[src/sv/pga_pkg.sv]
package pga_pkg;

  localparam int COORD_IN_W        = 24;
  localparam int COORD_BITS        = 24;
  localparam int MAX_RING_VERTICES = 65536;
  localparam int PROD_W            = 2 * COORD_BITS;
  localparam int SUM_W             = 64;
  localparam int CNT_W             = $clog2(MAX_RING_VERTICES + 2);

  typedef logic signed [COORD_BITS-1:0] coord_t;
  typedef logic signed [PROD_W-1:0]     prod_t;
  typedef logic signed [SUM_W-1:0]      sum_t;
  typedef logic        [CNT_W-1:0]      cnt_t;

  typedef struct packed {
    logic valid;
    logic open_term;
    logic close;
    logic hole;
    logic enough;
    logic send;
    logic ovf;
  } pga_flags_t;

endpackage

[src/sv/pga_ring.sv]
module pga_ring import pga_pkg::*; (
  input  logic       clk,
  input  logic       rst,
  input  logic       adv,
  input  prod_t      pa,
  input  prod_t      pb,
  input  prod_t      pc,
  input  prod_t      pd,
  input  pga_flags_t fin,
  output sum_t       ring_abs,
  output pga_flags_t fout
);

  pga_flags_t fl_b;
  pga_flags_t fl_c;
  sum_t       delta;
  sum_t       ring_sum;
  sum_t       closed;

  sum_t d1;
  sum_t d2;
  sum_t ring_next;

  assign d1        = fin.open_term ? sum_t'(sum_t'(pa) - sum_t'(pb)) : '0;
  assign d2        = fin.close ? sum_t'(sum_t'(pc) - sum_t'(pd)) : '0;
  assign ring_next = sum_t'(ring_sum + delta);

  always_ff @(posedge clk) begin
    if (rst) begin
      fl_b     <= '0;
      fl_c     <= '0;
      fout     <= '0;
      ring_sum <= '0;
    end else if (adv) begin
      fl_b <= fin;
      fl_c <= fl_b;
      fout <= fl_c;
      if (fl_b.valid) begin
        ring_sum <= fl_b.close ? '0 : ring_next;
      end
    end
  end

  always_ff @(posedge clk) begin
    if (adv) begin
      delta    <= sum_t'(d1 + d2);
      closed   <= ring_next;
      ring_abs <= closed[SUM_W-1] ? sum_t'(-closed) : closed;
    end
  end

endmodule

[config.mk]
export PLATFORM = sky130hd
export DESIGN_NAME = pga_ring
export DESIGN_NICKNAME = d
export VERILOG_FILES = /design/src/sv/pga_pkg.sv /design/src/sv/pga_ring.sv
export SDC_FILE = /design/constraint.sdc
export NUM_CORES = 1
export LEC_CHECK = 0
export BUFFER_PORTS_ARGS = -buffer_cell sky130_fd_sc_hd__buf_4
export CORE_MARGIN = 1.5
export CORE_UTILIZATION = 60
export DETAILED_ROUTE_END_ITERATION = 16
export GPL_ROUTABILITY_DRIVEN = 0
export PLACE_DENSITY = 0.86
export RECOVER_POWER = 25
export SLEW_MARGIN = 20
export SYNTH_ARGS = -nofsm -noshare
export SYNTH_HDL_FRONTEND = slang
export SYNTH_SLANG_ARGS = --single-unit
export TNS_END_PERCENT = 30
[constraint.sdc]
create_clock -name clk -period 6.13 [get_ports clk]
set_input_delay 0.3065 -clock clk [delete_from_list [all_inputs] [get_ports clk]]
set_output_delay 0.3065 -clock clk [all_outputs]
set_load 0.1 [all_outputs]
# ---- Yosys cells after proc, flatten, opt, wreduce, memory -nomap -nowiden
# Index checks and enable logic that the tools add are counted.
dict set report op_classes {
  addsub 5
  mux 4
  n_reduce_logical 1
}
# op count
set ops {}
lappend ops {{64-bit two-way mux} 3}
lappend ops {{64-bit adder} 2}
lappend ops {{48-bit by 48-bit subtractor with 49-bit output} 2}
lappend ops {{64-bit negator} 1}
lappend ops {{63-bit two-way mux} 1}
lappend ops {{2-bit AND reduction} 1}
dict set report word_totals {
  register_bits 277
  input_bits 202
  output_inout_bits 71
}

# ---- Depth between registers and ports, before layout
dict set report depth {
  word_depth 3
  ltp_mapped 26
  mapped_depth_nobuf 26
}

# ---- Worst setup path before layout
# Ideal clock, no wire load.
dict set report synth_path {
  path_type {input -> register}
  startpoint {input port pa[0]}
  endpoint {register delta[50] (data pin)}
  setup_ns 0.256
  t_arrival_ns 5.246
  stages 26
  setup_slack_ns 0.628
  required_time_ns 5.874
  cell_sequence {inv_1 -> ha_1 -> fa_1 -> nor2b_1 -> o21ai_0 -> a21boi_0 -> o2111ai_1 -> a31oi_1 -> a31oi_1 -> o21ai_0 -> nor2b_1 -> a31oi_1 -> xnor2_1 -> and2_1 -> ha_1 -> and4_1 -> and3_1 -> inv_1 -> o211ai_1 -> a31oi_1 -> o31ai_1 -> a221o_1 -> a41oi_1 -> o21ai_0 -> nand2_1 -> a31o_2}
}
dict set report synth_between {
  elab_chain_len 3
}
# element line_no
set synth_rtl {}
lappend synth_rtl {{from (decl)} pga_ring.sv:5} ;# input prod_t pa,
lappend synth_rtl {{48-bit by 48-bit subtractor with 49-bit output} pga_ring.sv:24} ;# assign d1 = fin.open_term ? sum_t'(sum_t'(pa) - sum_t'(pb)) : '0;
lappend synth_rtl {{64-bit two-way mux} pga_ring.sv:24}
lappend synth_rtl {{64-bit adder} pga_ring.sv:46} ;# delta <= sum_t'(d1 + d2);
lappend synth_rtl {{to (signal assigned)} pga_ring.sv:46}
lappend synth_rtl {{to (decl)} pga_ring.sv:16} ;# sum_t delta;
# Every way passes these cells.
# A chain may end at the register's enable or synchronous reset.

# ---- Final worst setup path
dict set report layout_path {
  startpoint {input port pb[1]}
  endpoint {register delta[58] (data pin)}
}
dict set report layout_between {
  elab_chain_len 3
}
# element line_no
set layout_rtl {}
lappend layout_rtl {{from (decl)} pga_ring.sv:6} ;# input prod_t pb,
lappend layout_rtl {{48-bit by 48-bit subtractor with 49-bit output} pga_ring.sv:24}
lappend layout_rtl {{64-bit two-way mux} pga_ring.sv:24}
lappend layout_rtl {{64-bit adder} pga_ring.sv:46}
# Every way passes these cells.

==> summary.txt <==
Outcome
  – Status: finished, violations left
  – Violated checks: max-capacitance violations, max-slew violations

Drt
  – Routed Wire Length: 53200 µm
  – Vias per cell: between 6 and 7
  – DRC errors left: 0
  – Routed WL per cell: 16.9 µm
  – Detailed Routing Iterations Pass 1: 8
  – Vias: 19369
  – ANT nets after route: 0
  – Detailed Route Iter0 Violations: approximately 1500

Clock tree
  – Worst skew pair latency: 0.53 ns
  – Cts hold-fix bufs: 0
  – Root buffer selected by CTS: clkbuf_16
  – CTS resizes: 0
  – CTS tree: yes
  – Worst-path clk slew: around 0.07 ns
  – CTS Buffer Depth: 3
  – Htree depth: 1
  – Post-CTS Setup Bufs: 0
  – TritonCTS Buffers: 24
  – Sink Count: 277

Yosys
  – Mux share of post-synthesis cell area: under 10%
  – Yosys cell types: between 70 and 80
  – Post-synth top area share: 26.2%
  – Mapped Nets: ~2900
  – #FFs+latches synth: 277
  – Post-synth top area cell: edfxtp_1
  – EDFF count, synth: between 150 and 200
  – Seq/Total Area, Yosys: 33.9%
  – Ys async rst share: 0%
  – YS warnings: 0
  – Area contributors post-synth: edfxtp_1 (26%), ha_1 (12%), dfxtp_1 (7.7%)
  – Synth Area in XOR/XNOR: just over 9%
  – Post-Syn Instances: ~2500
  – Mean Syn Cell Area: approximately 9.0 µm²
  – Post-Synth Simple-Gate Area: between 10% and 20%
  – Main combinational cell family by area after synthesis: compound AO/OA/AOI/OAI gates
  – Cell Area, Synth: 22000 µm²
  – Top FF cell, synth: edfxtp_1
  – Adder-cell share of the synthesized area: around 12%
  – Count leader, synth: a21oi_1
  – Synth Area in Compound Gates: a little under a quarter
  – Synth cell count leaders: a21oi_1 (215), ha_1 (209), edfxtp_1 (192)

Power and ir drop
  – Leakage power: roughly 11 nW
  – Psw: approximately 2.9 mW
  – Sw Share: between 30% and 40%
  – Design Power: 7.34 mW
  – Power share of the clock group: around 22%
  – Pwr dens: ~290 nW/µm²
  – Sequential fraction of design power: between 30% and 40%
  – VDD IR max: around 0.00019 V
  – Logic gate share of total power: a little over two fifths
  – Cell-internal power: 4.48 mW

Floorplan
  – Die Area: approximately 38000 µm²
  – Die Y: just under 200 µm
  – Starting density of the core: 61.4%
  – # rows: 69
  – Die width: 194 µm
  – IO Count: 273
  – Core outline area: 35800 µm²

Critical path
  – Crit-path max cell delay: ~0.4 ns
  – CP endpoint kind: flop
  – Peak fanout along the critical path: 7
  – Startpoint types: input port
  – CP required: between 6 and 7 ns
  – WS Path Type: in -> reg
  – Worst Path Arrival: 5.90 ns
  – Critical path's slowest cell: o31ai_1

Final layout
  – Nets@finish: 3086
  – Share of cells above drive strength 1: 11.4%
  – Fin area: 25100 µm²
  – Multi-input logic area: 13600 µm²
  – ANT cells: 0
  – Fillers: between 2000 and 3000
  – FF+latch area: about 7500 µm²
  – Fin cells: between 3000 and 4000
  – Area grow syn2layout: 13.9%

Timing
  – Worst Skew: about 0.014 ns
  – Final Cycle Share: 91.8%
  – Final Hold Vio Count: 0
  – Final Max Tran Viols: 235
  – Max Fclk: about 0.18 GHz
  – Endpoints failing setup: 0
  – Tmin final: around 5.6 ns
  – RSZ-0062 raised after global routing: false
  – Final worst slack: roughly 0.50 ns
  – Total negative setup slack: 0 ns
  – Slew headroom: -147%
  – Worst slew pin tran: approximately 3.7 ns

Placed design
  – PortBufs: about 270
  – Post-DP HPWL: between 40000 and 50000 µm
  – Placed Instances: between 3000 and 4000
  – Worst slack, placed: between 0.08 and 0.09 ns
  – Cell Area, Placed: 24400 µm²

Global routing
  – First-pass GRT wire length: around 87000 µm
  – Pin count of the biggest net entering global routing: between 70 and 80
  – GR Util All Layers: 27.1%
  – Initial antenna violation count: 0
  – Congestion Overflow GR: 0
  – Vias in the first global route: ~18000

Min path
  – Worst min path class: in -> reg

Flow run
  – Max-Cap Viols: 4
## logic make-up (layout without fill, tap and decap cells)
kind of cell / Yosys count / in the layout
buffers and inverters: 259 / 497
xor gates and xnor gates: 233 / 233
DFF: 277 / 277
AOI/OAI and AO/OA: 784 / 784
adders and majority gates: 213 / 213
muxes: 26 / 26
and+or+nand+nor: 659 / 659
## sequential cells by signal (all words and copies together) (netlist names)
name and flops:
fl_b 7, ring_sum 64, ring_abs 64, delta 64, fl_c 7, fout 7, closed 64
## power groups by stage
stage	clock network (mW)	logic, mW	registers, mW
final	1.63	3.08	2.63
after global routing	1.73	3.32	2.66
after CTS	1.67	3.09	2.63
after detailed placement	0	3.06	2.66
after global placement	0	2.99	2.65
after floorplan	0	1.75	3.27
## final timing paths
kind | from | endpoint | slack, ns | cells past startpoint
worst max-delay path | pb[1] | delta[58] | 0.50 | 26
worst min-delay path | fin[0] | fl_b[0] | 0.02 | 3
worst max register to register | delta[9] | ring_sum[60] | 1.94 | 12
worst min register to register | closed[0] | ring_abs[0] | 0.48 | 0
## stage by stage
stage,utilization (%),hold slack (ns)
2_1_floorplan,-,0.419
3_3_place_gp,68.1,0.457
3_5_place_dp,68.1,0.471
4_1_cts,70.6,0.00983
5_1_grt,69.9,0.0537
6_report,69.9,0.0232
## layout make-up
class	instances	area share (%)
Clock buffer	34	3.05
Timing Repair Buffer	288	7.72
Inverter	165	2.47
Clock inverter	10	0.494
Multi-Input combinational cell	1915	54.2
Sequential cell	277	29.8
Tap cell	461	2.30
## critical path, delay by kind of cell
family                   cells  cell delay [ns]
AO/OA/AOI/OAI               15             3.83
AND/OR/NAND/NOR              5             0.88
adder cells (fa/ha/maj)      2             0.51
buffers and inverters        3             0.22
XOR/XNOR                     1             0.15
## placed cells by master, fill, tap and decap left out, types with 28 or more instances in the layout
cell       Yosys  routed
nor2b_1       28      28
a21oi_1      215     214
a21o_1       126     126
nand4_1       41      41
o31ai_1       29      29
nand3_1       41      41
a31oi_1       32      32
a22oi_1       31      31
xnor2_1      163     163
clkbuf_1      91      64
nor2_1       150     150
a22o_1        31      31
edfxtp_1     192     192
o21ai_0      133     133
nand2_1      153     153
ha_1         209     209
inv_1        165     165
and2_1        78      78
clkbuf_16      0      29
dfxtp_1       85      85
o21bai_1      34      34
buf_4          0     227
xor2_1        70      70
nand2b_1      36      36
## per-layer routing
metal  part of all wire, %  GRT usage [%]  up-vias  routed length, µm
li1                      -              -     9460                  -
met1                    45           37.8     8810              23700
met2                    45           44.7      963              23800
met3                   8.2           2.92      136               4370
met4                   2.4           7.35        0               1270
met5                     0              0        -                  0
(Power assumes the default switching activity.)
