==> config.mk <==
export PLATFORM = sky130hd
export DESIGN_NAME = pga_total_flat
export DESIGN_NICKNAME = d
export VERILOG_FILES = /design/src/sv/pga_pkg.sv /design/src/sv/pga_area_if.sv /design/src/sv/pga_total.sv /design/src/flat_wrapper.sv
export SDC_FILE = /design/constraint.sdc
export NUM_CORES = 1
export LEC_CHECK = 0
export ABC_AREA = 1
export ABC_CLOCK_PERIOD_IN_PS = 4019
export CORE_ASPECT_RATIO = 0.8
export CORE_UTILIZATION = 55
export DETAILED_ROUTE_END_ITERATION = 8
export DONT_BUFFER_PORTS = 1
export HOLD_SLACK_MARGIN = 0.15
export PLACE_DENSITY_LB_ADDON = 0.25
export SLEW_MARGIN = 20
export SYNTH_ARGS = -nofsm -noshare
export SYNTH_HDL_FRONTEND = slang
export SYNTH_SLANG_ARGS = --single-unit
==> constraint.sdc <==
create_clock -name clk -period 4.02 [get_ports clk]
set_input_delay 0.603 -clock clk [delete_from_list [all_inputs] [get_ports clk]]
set_output_delay 0.603 -clock clk [all_outputs]
set_load 0.01 [all_outputs]
==> src/sv/pga_pkg.sv <==
package pga_pkg;

  localparam int COORD_IN_W        = 24;
  localparam int COORD_BITS        = 24;
  localparam int MAX_RING_VERTICES = 65536;
  localparam int PROD_W            = 2 * COORD_BITS;
  localparam int SUM_W             = 64;
  localparam int CNT_W             = $clog2(MAX_RING_VERTICES + 2);

  typedef logic signed [COORD_BITS-1:0] coord_t;
  typedef logic signed [PROD_W-1:0]     prod_t;
  typedef logic signed [SUM_W-1:0]      sum_t;
  typedef logic        [CNT_W-1:0]      cnt_t;

  typedef struct packed {
    logic valid;
    logic open_term;
    logic close;
    logic hole;
    logic enough;
    logic send;
    logic ovf;
  } pga_flags_t;

endpackage

==> src/sv/pga_area_if.sv <==
interface pga_area_if import pga_pkg::*; (
  input logic clk
);
  logic             valid;
  logic             ready;
  logic [SUM_W-1:0] twice_area;
  logic             overflow;

  modport source (
    output valid, twice_area, overflow,
    input  ready
  );
  modport sink (
    input  valid, twice_area, overflow,
    output ready
  );
endinterface

==> src/sv/pga_total.sv <==
module pga_total import pga_pkg::*; (
  input  logic       clk,
  input  logic       rst,
  input  logic       adv,
  input  pga_flags_t fin,
  input  sum_t       ring_abs,
  pga_area_if.source area
);

  sum_t total;
  logic bvalid;

  sum_t tot_next;
  logic bvalid_next;

  always_comb begin
    tot_next    = total;
    bvalid_next = bvalid;
    if (fin.close) begin
      if (!fin.hole) begin
        bvalid_next = fin.enough;
        tot_next    = fin.enough ? ring_abs : '0;
      end else if (fin.enough && bvalid) begin
        tot_next = sum_t'(total - ring_abs);
      end
    end
  end

  always_ff @(posedge clk) begin
    if (rst) begin
      total      <= '0;
      bvalid     <= 1'b0;
      area.valid <= 1'b0;
    end else if (adv) begin
      area.valid <= fin.valid && fin.send;
      if (fin.valid) begin
        if (fin.send) begin
          total  <= '0;
          bvalid <= 1'b0;
        end else begin
          total  <= tot_next;
          bvalid <= bvalid_next;
        end
      end
    end
  end

  always_ff @(posedge clk) begin
    if (adv && fin.valid && fin.send) begin
      area.twice_area <= bvalid_next ? tot_next : '0;
      area.overflow   <= fin.ovf;
    end
  end

endmodule

==> src/flat_wrapper.sv <==
// flat-port wrapper written by rule: the top's interface ports become plain ports
module pga_total_flat import pga_pkg::*;
  (clk, rst, adv, fin, ring_abs, area_valid, area_twice_area, area_overflow, area_ready);
  pga_area_if area_i (.clk(clk));
  input  logic clk;
  input  logic rst;
  input  logic adv;
  input  pga_flags_t fin;
  input  sum_t ring_abs;
  output wire logic [$bits(area_i.valid)-1:0] area_valid;
  output wire logic [$bits(area_i.twice_area)-1:0] area_twice_area;
  output wire logic [$bits(area_i.overflow)-1:0] area_overflow;
  input wire logic [$bits(area_i.ready)-1:0] area_ready;
  assign area_valid = area_i.valid;
  assign area_twice_area = area_i.twice_area;
  assign area_overflow = area_i.overflow;
  assign area_i.ready = area_ready;
  pga_total u_core (.clk(clk), .rst(rst), .adv(adv), .fin(fin), .ring_abs(ring_abs), .area(area_i));
endmodule
# After elaboration in Yosys (flattened, before gate mapping)

Cells that the tools add are included.

Word-level logic and storage cells: 19
Register bits: 131
Output and inout bits: 66

Multiplexer cells: 8
Add/sub/neg operators: 1
Reductions and logical operators: 5

Operators by type and width:

| cell              | number |
|---|---|
| $mux 64           | 5 |
| $sub 64x64->64    | 1 |
| $logic_and 1x1->1 | 4 |
| $mux 1            | 3 |
| $reduce_and 2->1  | 1 |

# Longest topological paths before layout

Word-level depth: 5
Gate-level depth with buffers: 20

# Worst setup path before layout

Ideal clock, no wire load.

Path kind: in2reg
From: input port fin[6] (netlist bit)
To: register u_core.area.overflow, enable pin
Buffers on the path: 1
Slack: -0.111 ns
Required time: 3.530 ns
Stages on the path: 3
Data arrival time: 3.641 ns
Cells stage by stage: nand2_1 -> clkbuf_1 -> nor2_1

Cells in the longest elaborated chain, start to end: 2

Ends and longest elaborated chain:

| item                           | line              | source |
|---|---|---|
| from (decl)                    | flat_wrapper.sv:8 | `input pga_flags_t fin;` |
| $logic_and 1x1->1 (2 in a row) | pga_total.sv:49   | `if (adv && fin.valid && fin.send) begin` |
| to (signal assigned)           | pga_total.sv:51   | `area.overflow <= fin.ovf;` |
| to (decl)                      | pga_area_if.sv:10 | `output valid, twice_area, overflow,` |

Every way passes these cells.
A chain may end at the register's enable or synchronous reset.

# Final worst setup path

From: register u_core.total[0]
To: register u_core.area.twice_area[48] (data pin)

Cells in the longest elaborated chain, start to end: 4

Ends and longest elaborated chain:

| item                   | line              | source |
|---|---|---|
| from (decl)            | pga_total.sv:10   | `sum_t total;` |
| from (signal assigned) | pga_total.sv:41   | `total <= tot_next;` |
| $sub 64x64->64         | pga_total.sv:24   | `tot_next = sum_t'(total - ring_abs);` |
| $mux 64                | pga_total.sv:23   | `end else if (fin.enough && bvalid) begin` |
| $mux 64                | pga_total.sv:20   | `if (!fin.hole) begin` |
| $mux 64                | pga_total.sv:19   | `if (fin.close) begin` |
| to (signal assigned)   | pga_total.sv:50   | `area.twice_area <= bvalid_next ? tot_next : '0;` |
| to (decl)              | pga_area_if.sv:10 |  |

Every way passes these cells.

==> results.yml <==
worst_setup_path:
  crit_required_ns: 4.20
  end_kind: "flip-flop"
  cp.arrival_ns: 3.12
  reg2reg_from: "u_core.total[0]$_SDFFE_PP0P_"
  startpoint: "u_core.total[0]$_SDFFE_PP0P_"
  path_class: "flip-flop to flip-flop"
  critPathMaxFanout: 3
  cp-start-kind: "flip-flop"
  r2r_cells: 15
layout:
  layout-drive-gt1-share_pct: 3.995
  syn_to_final_growth_pct: 6.414
  antenna_cells: 0
  final_util_pct: 60.51
  num-nets-final: 2405
global_routing:
  antenna_found_initial: 1
  grt_overflow: 0
  grt_max_degree: 85
  grt_pass1_vias: 12600
  grtUsageTotal_pct: 38.55
  grt_pass1_wl_um: 70460
cts:
  worstSkewPairLatency_ns: 0.47
  cts_made_buffers: 17
  cts_buffer_depth: 2
  post_cts_resized: 0
  clk_pin_slew_worst_paths_ns: 0.08
  tritoncts: "yes"
  root_buffer: "clkbuf_16"
  htreeDepth: 4
  cts_hold_buf: 0
  cts_sinks: 131
  post_cts_buffers: 0
route:
  wl_per_cell_um: 17.82
  num_vias: 14130
  wirelength_um: 46040
  drt_iter0_drc: 1975
  dr.pass1.iters: 9
  ant_nets: 0
  drc_errors: 0
  via_per_inst: 5.470
logic_synthesis:
  yosysWarnings: 0
  synthCells: 2301
  syn_avg_cell_area_um2: 5.621
  synth.distinct_cells: 41
  synth-seq-cells: 131
  yosysSeqAreaShare_pct: 25.30
  syn-num-nets: 2441
  synth_area_um2: 12930
placed_design:
  post-dp-hpwl_um: 35450
  gp_congestion: 1.023
  port_buffers: 0
timing:
  worstMarginPinSlew_ns: 1.099
  max_slew_margin_pct: 25.94
  finClkSkew_ns: 0.02474
  finalSetupViolCount: 0
  hold_violations: 0
  fin_crit_sh_pct: 73.14
  fin_tns_setup_ns: 0
  period_minus_slack_ns: 2.940
  fmax_mhz: 340.1
  drv_slew: 0
  rsz0062_at_grt: "false"
pwr:
  vdd_ir_drop_max_mv: 0.2406
  leakage_nw: 7.381
  power_density_nw_per_um2: 272.9
floorplan:
  fp.dieW_um: 173.5
  core_area_um2: 22750
  dieArea_um2: 24140
  pin_count: 141
  rows: 49
  die_h_um: 139.2
  initial_core_util_pct: 56.87
min_path:
  whs_path_depth: 1
  hp-class: "input port to flip-flop"
  min-delay-start: "rst"
run:
  cap_viol_max_count: 0
status:
  status: "finished clean"
-- flip-flops by register name, indices dropped and copies added (netlist names) --
register / flops
u_core.bvalid: 1
u_core.total: 64
u_core.area.twice_area: 64
u_core.area.overflow: 1
u_core.area.valid: 1
-- path summary, 6_finish.rpt --
| kind | slack, ns | endpoint |
|---|---|---|
| worst max register to register | 1.08 | u_core.area.twice_area[48]$_SDFFCE_PN0P_ |
| worst min-delay path | 0.21 | u_core.total[5]$_SDFFE_PP0P_ |
| worst max-delay path | 1.08 | u_core.area.twice_area[48]$_SDFFCE_PN0P_ |
| worst min register to register | 0.49 | u_core.total[61]$_SDFFE_PP0P_ |
-- synth_stat cells, drive strengths merged --
library cell	n	area (µm²)
ha	64	800.8
nor4	2	12.51
o21bai	3	30.03
a21oi	164	820.8
buf	9	38.79
nand3	140	740.7
nand2	862	3263
or2	6	37.53
nand4	9	56.30
o311ai	2	17.52
xnor2	1	8.760
o21ai	73	365.3
clkbuf	57	214.0
fa	1	20.02
o21a	3	22.52
nor3	14	80.08
o32ai	1	8.760
o221ai	1	8.760
nor2	197	767.0
edfxtp	65	1952
and3	1	6.260
a31oi	1	6.260
o211ai	31	232.7
a21o	1	7.510
clkinv	4	15.01
a22oi	1	7.510
dfxtp	66	1321
o21ba	1	10.01
inv	499	1873
and2	1	6.260
xor2	21	183.9
-- per-stage QoR --
stage	power, mW	hold WS (ns)	setup slack (ns)	instance area, µm²	instances
floorplan	1.943	0.4584	0.9916	12940	2301
global placement	2.092	0.4654	1.041	13180	2552
detailed placement	2.105	0.4699	0.9780	13180	2552
CTS	3.715	0.2027	1.158	13760	2584
global route	3.867	0.2036	0.8814	13760	2584
finish	3.756	0.2062	1.080	13760	2584
-- cell usage in the layout, fill, tap and decap left out, types with 13 or more instances in the layout --
cell type	netlist	layout
a21oi_1	164	164
clkbuf_16	0	17
dfxtp_1	66	66
edfxtp_1	65	65
ha_1	64	64
inv_1	492	492
nand2_1	851	849
nand2_2	11	13
nand3_1	132	132
nor2_1	188	186
o211ai_1	31	31
o21ai_0	69	69
xor2_1	21	21
-- cell type report --
cell class	count	area, µm²
clock buffers	17	425.4
clock inverters	15	158.9
fillers	2302	8981
inverters	503	1888
multi-input cells	1601	7541
flip-flops and latches	131	3273
well taps	306	382.9
repair buffers	11	95.09
-- cells by family (layout without fill, tap and decap cells) --
family / count (synthesis) / in the layout / synth area share [%]
buffers and inverters: 569 / 546 / 16.55
DFF: 131 / 131 / 25.30
and+or+nand+nor: 1232 / 1232 / 38.42
AOI/OAI and AO/OA: 282 / 282 / 11.89
xor gates and xnor gates: 22 / 22 / 1.490
adders and majority gates: 65 / 65 / 6.346
-- where the power goes --
part | switching, mW | total, mW | leakage, nW | internal [mW]
combinational | 0.474 | 0.659 | 5.89 | 0.185
clock | 0.765 | 1.65 | 0.285 | 0.882
sequential | 0.0247 | 1.45 | 1.20 | 1.42
total | 1.26 | 3.76 | 7.38 | 2.49
-- per-layer routing --
metal	part of all wire (%)	vias up	track usage (%)
li1	-	6946	-
met1	45	6328	56.44
met2	37	805	50.77
met3	16	55	17.13
met4	1.5	0	8.524
met5	0	-	0
-- critical path, stage by stage, from the launching register on --
cell and delay (ns):
dfxtp_1 0.36, inv_1 0.07, ha_1 0.20, fa_1 0.50, nor2_1 0.23, o21ai_1 0.10
nand2_1 0.13, nand2_1 0.08, nand2_2 0.12, nand2_1 0.09, nand4_1 0.09, nand3_1 0.33
nand2_1 0.16, nand2_1 0.09, nand2_1 0.08, nor2_1 0.04
Note: power is estimated with default switching activity, not from simulation.
